--- config.mk ---
export PLATFORM = sky130hd
export DESIGN_NAME = tcnm_dist
export DESIGN_NICKNAME = d
export VERILOG_FILES = /design/src/hdl/tcnm_pkg.sv /design/src/hdl/tcnm_dist.sv
export SDC_FILE = /design/constraint.sdc
export NUM_CORES = 1
export LEC_CHECK = 0
export BUFFER_PORTS_ARGS = -buffer_cell sky130_fd_sc_hd__buf_2
export CAP_MARGIN = 40
export CORE_UTILIZATION = 30
export DETAILED_ROUTE_END_ITERATION = 10
export SETUP_SLACK_MARGIN = 0.5
export SYNTH_ARGS = -nofsm -noshare
export SYNTH_HDL_FRONTEND = slang
export SYNTH_SLANG_ARGS = --single-unit
--- constraint.sdc ---
create_clock -name clk -period 6.75 [get_ports clk]
set_clock_uncertainty 0.2 [all_clocks]
set_input_delay 0.675 -clock clk [delete_from_list [all_inputs] [get_ports clk]]
set_output_delay 0.675 -clock clk [all_outputs]
set_load 0.01 [all_outputs]
--- src/hdl/tcnm_pkg.sv ---
// Shared types and constants for the tag code nearest-match decoder.
package tcnm_pkg;

	localparam int ACTION_W   = 1;
	localparam int INDEX_W    = 10;
	localparam int CODE_W     = 36;
	localparam int TAG_W      = 10;
	localparam int ROT_W      = 2;
	localparam int ROT_N      = 4;
	localparam int LIMIT_W    = 6;
	localparam int COUNT_W    = 11;
	localparam int CFG_IDX_W  = 1;
	localparam int CFG_DATA_W = 11;

	localparam logic [ACTION_W-1:0] ACTION_LOAD   = 1'b0;
	localparam logic [ACTION_W-1:0] ACTION_DECODE = 1'b1;

	localparam logic [CFG_IDX_W-1:0] REG_HAMMING_LIMIT = 1'b0;
	localparam logic [CFG_IDX_W-1:0] REG_CODE_COUNT    = 1'b1;

	typedef struct packed {
		logic [ACTION_W-1:0] action;
		logic [INDEX_W-1:0]  entry_index;
		logic [CODE_W-1:0]   code_bits;
	} cmd_word_t;

	typedef struct packed {
		logic             found;
		logic [TAG_W-1:0] tag_id;
		logic [ROT_W-1:0] rotation;
	} res_word_t;

endpackage

--- src/hdl/tcnm_dist.sv ---
// Two-stage Hamming distance unit: chunk popcounts, then chunk sum, for four rotations.
module tcnm_dist
	import tcnm_pkg::*;
#(
	parameter int NBITS = 36,
	parameter int AW    = 10,
	parameter int DW    = 6
) (
	input  logic             clk,
	input  logic             arst_n,
	input  logic             src_valid,
	input  logic [AW-1:0]    src_idx,
	input  logic [NBITS-1:0] src_code,
	input  logic [NBITS-1:0] grid [ROT_N],
	output logic             busy,
	output logic             dst_valid,
	output logic [AW-1:0]    dst_idx,
	output logic [DW-1:0]    dst_dist [ROT_N]
);

	localparam int NCH = (NBITS + 7) / 8;
	localparam int CHW = 4;

	logic [NCH*8-1:0] diff     [ROT_N];
	logic [CHW-1:0]   cnt_c    [ROT_N][NCH];
	logic [CHW-1:0]   cnt_s2   [ROT_N][NCH];
	logic             valid_s2;
	logic [AW-1:0]    idx_s2;
	logic [DW-1:0]    sum_c    [ROT_N];
	logic [DW-1:0]    dist_s3  [ROT_N];
	logic             valid_s3;
	logic [AW-1:0]    idx_s3;

	// per byte popcount, eight steps deep
	always_comb begin
		for (int r = 0; r < ROT_N; r++) begin
			diff[r] = (NCH*8)'(grid[r] ^ src_code);
			for (int c = 0; c < NCH; c++) begin
				cnt_c[r][c] = '0;
				for (int b = 0; b < 8; b++) begin
					cnt_c[r][c] = cnt_c[r][c] + CHW'(diff[r][c*8+b]);
				end
			end
		end
	end

	always_comb begin
		for (int r = 0; r < ROT_N; r++) begin
			sum_c[r] = '0;
			for (int c = 0; c < NCH; c++) begin
				sum_c[r] = sum_c[r] + DW'(cnt_s2[r][c]);
			end
		end
	end

	always_ff @(posedge clk or negedge arst_n) begin
		if (!arst_n) begin
			valid_s2 <= 1'b0;
			valid_s3 <= 1'b0;
		end else begin
			valid_s2 <= src_valid;
			valid_s3 <= valid_s2;
		end
	end

	always_ff @(posedge clk) begin
		cnt_s2  <= cnt_c;
		idx_s2  <= src_idx;
		dist_s3 <= sum_c;
		idx_s3  <= idx_s2;
	end

	assign busy      = valid_s2 || valid_s3;
	assign dst_valid = valid_s3;
	assign dst_idx   = idx_s3;
	assign dst_dist  = dist_s3;

`ifndef SYNTHESIS
	a_valid_chain: assert property (@(posedge clk) disable iff (!arst_n)
		valid_s3 |-> $past(src_valid, 2))
		else $error("distance result without a table read two cycles earlier");
`endif

endmodule

* Word level (Yosys, flattened, before mapping)
Cells that the tools add are included.
Storage, ports and cells: input port bits 193, word-level logic and storage cells 189, bits in registers 126, output and inout bits 36
Cells by class: reductions and logical operators 1, bitwise operators 4, add/subtract/negate cells 156
Operators with widths (count):
- adder 4 x 1 -> 4 bit | 64
- XOR 36 bit | 4
- adder 3 x 1 -> 4 bit | 20
- adder 4 x 1 -> 4 bit (second input constant) | 16
- adder 2 x 1 -> 3 bit | 20
- adder 6 x 4 -> 6 bit | 8
- adder 1 x 1 -> 2 bit | 20
- adder 5 x 4 -> 6 bit | 4
- adder 4 x 4 -> 5 bit | 4
- logical OR 1 bit | 1

* Depth between registers and ports, before layout
word-level depth 8, depth in mapped cells 11, mapped depth without buffers 11

* Worst setup path before layout
No wires, ideal clock.
path type input port to flip-flop, start input port src_code[9], end register cnt_s2[14] in the netlist's numbering, buffers on the path 1, stages on the path 9, slack 3.138 ns, setup time 0.119 ns, required time 6.431 ns, arrival time 3.293 ns, path through clkbuf_2 xnor2_1 fa_1 fa_1 fa_1 inv_1 ha_1 fa_1 xor2_1
RTL lines:
- from (decl) | RTL line tcnm_dist.sv:13 | input logic [NBITS-1:0] src_code,
- to (signal assigned) | RTL line tcnm_dist.sv:67 | cnt_s2 <= cnt_c;
- to (decl) | RTL line tcnm_dist.sv:26 | logic [CHW-1:0] cnt_s2 [ROT_N][NCH];

==> metrics.md <==
| Metric | Value |
|---|---|
| Die Span X | 169 um |
| CTS Sinks | 122 |
| Placed cell area | 0.00981 mm2 |
| Netlist cell types | 16 |
| Clock root cell | clkbuf_16 |
| Synth warn | 0 |
| Placed cell count | 1319 |
| Register area share after synthesis | 29.4% |
| Fin cells | 1357 |
| Layout Nets | 1356 |
| GRT Max-Usage Layer | met2 |
| Routed len/inst | 13.3 um |
| ANT nets after route | 0 |
| Layout cells sized above 1 | 27.3% |
| Max clock buf depth | 2 |
| GR met3 Demand/Resource | 3.76% |
| Most frequent cells in the layout | buf_2, inv_1, xnor2_1, dfxtp_1, fa_1 |
| CTS clk-pin slew, worst paths | 0.06 ns |
| Cell area after layout | 0.0104 mm2 |
| Remaining DRCs | 0 |
| RSZ-0062 raised after global routing | false |
| Largest net degree at the start of global routing | 17 |
| CP Class | reg -> reg |
| Relative slew slack | 83.7% |
| Max-slew violations | 0 |
| Most common cell on crit path | fa_1 |
| Area grow syn2layout | 24.9% |
| Max-cap violations | 0 |
| TritonCTS buffer count | 17 |
| Yosys top cell area share | 28.8% |
| DR pass1 iterations | 5 |
| HP Class | reg -> reg |
| Setup bufs post-CTS | 0 |
| CTS resizes | 0 |
| Core area | 0.0271 mm2 |
| Mapped Area | 0.00835 mm2 |
| Height of the die | 169 um |
| M2 GR Usage | 24.1% |
| VDD IR max | 0.000269 V |
| Max Freq | 299 MHz |
| Cells along the critical path | inv_1 > fa_1 > fa_1 > fa_1 > inv_1 > ha_1 > inv_1 > fa_1 > nand2b_1 > a21oi_2 > xor2_1 |
| Area contributors post-synth | dfxtp_1, fa_1, xnor2_1 |
| Initial Utilization | 30.8% |
| Synth area leader | dfxtp_1 |
| Die ar. | 0.0285 mm2 |
| Commonest non-fill, non-tap cell in the layout | buf_2 |
| Pwr/cell area | 554 mW/mm2 |
| Slowest cell on the critical path | fa_1 |
| Grt ovf | 0 |
| H-Tree Depth | 4 |
| # setup viols final | 0 |
| Crit Path Max Fanout | 2 |
| Detailed-route wire length | 18.0 mm |
| Critical path arrival | 3.48 ns |
| Avg Vias per Cell | 3.85 |
| CTS tree | done |
| First-pass GRT wire length | 28.5 mm |
| Crit. End Element | flop |
| Worst-Margin Slew | 0.242 ns |
| CP startpoint kind | flop |
| First DRT Iteration DRCs | 133 |
| Met1 global-route usage | 15.4% |
| Tcrit/Tclk final | 49.6% |
| Core Rows | 60 |
| Post-Synthesis Cells | 747 |
| Final Hold Viols | 0 |
| Synth Register Bits | 122 |
| Number of global-route vias before repair | 5698 |
| Setup TNS Final | 0 ns |
| Clock Latency Late Sink | 0.42 ns |
| Syn Nets | 1136 |
| Final Util | 38.5% |
| DP HPWL | 16.2 mm |
| Boundary pin count | 229 |
| GPL Wtd Cong | 0.891 |
| Fillers | 2697 |
| Min Clock Period, post-route | 3.35 ns |
| Vias | 5225 |
| Gr usage total | 13.5% |
| Leakage | 5.21 nW |
| Crit path largest cell delay | 0.56 ns |
| Initial antenna violation count | 5 |
| Status | completed |
| Avg Synthesized Cell Area | 11.2 um2 |
| IO Port Bufs | 228 |
| Worst path required time | 6.88 ns |
[cell type report]
class	instances	area (um2)	area share [%]
antenna	5	12.5	0.120
clock buffer	17	425	4.08
clock inverter	15	164	1.57
inverter	174	653	6.26
multi-input combinational	423	5100	48.9
sequential	122	2450	23.5
tap	372	465	4.46
timing repair buffer	229	1150	11.0
[cells in the mapped netlist (all sizes together)]
master and instances:
inv 174, xnor2 129, dfxtp 120, fa 108
ha 88, xor2 43, a21oi 24, clkbuf 21
nor2b 16, buf 7, nor2 6, a21o 5
nand2b 3, dfrtp 2, or2 1
[stage by stage]
step	setup WS (ns)	hold WS [ns]	power (W)
floorplan	3.14	0.110	0.00401
global placement	2.99	0.110	0.00493
detailed placement	2.99	0.112	0.00499
CTS	3.38	0.121	0.00595
global route	3.27	0.122	0.00656
finish	3.40	0.122	0.00577
[critical path, delay by kind of cell (launching register included)]
kind	cells	cell delay [ns]
compound gates	1	0.13
simple gates	1	0.18
xor+xnor	1	0.21
flops	1	0.30
fa+ha+maj	5	2.06
buf+inv	3	0.18
[per-layer routing]
metal | wire [um] | up-vias
met5 | 18 | -
met4 | 314 | 4
met3 | 945 | 27
met2 | 9440 | 129
met1 | 7320 | 2440
li1 | - | 2625
[repair_timing]
item | in CTS | in global routing
endpoints found under the setup margin | 0 | 0
hold buffers | 1 | 0
endpoints found under the hold margin | 2 | 0
[report_power, final]
group | internal [W] | switching (W)
Clock | 0.000550 | 0.000351
Combinational | 0.00172 | 0.00195
Sequential | 0.00109 | 0.000113
[registers in the layout, summed over array words and instances, names as in the netlist]
signal / flops
dst_idx: 10
dst_dist: 24
cnt_s2: 76
idx_s2: 10
valid_s2: 1
dst_valid: 1
[cells by family (layout without fill, tap and decap cells)]
family / after synthesis / count (layout) / synth area share, %
AO/OA/AOI/OAI: 29 / 29 / 2.20
XOR/XNOR: 172 / 172 / 18.0
adder cells (fa/ha/maj): 196 / 196 / 39.1
buffers and inverters: 202 / 435 / 9.50
flip-flops: 122 / 122 / 29.4
other: 0 / 5 / 0
AND/OR/NAND/NOR: 26 / 26 / 1.77
[worst paths after layout]
path	cells past startpoint	start	slack (ns)	end
worst max register to register	11	cnt_s2[21]	3.40	dst_dist[11]
worst min register to register	0	idx_s2[8]	0.12	dst_idx[8]
max in group asynchronous	2	arst_n	5.88	dst_valid
min in group asynchronous	2	arst_n	0.38	valid_s2
worst min-delay path	0	idx_s2[8]	0.12	dst_idx[8]
worst max-delay path	11	cnt_s2[21]	3.40	dst_dist[11]
Power figures use the tool's default switching activity.
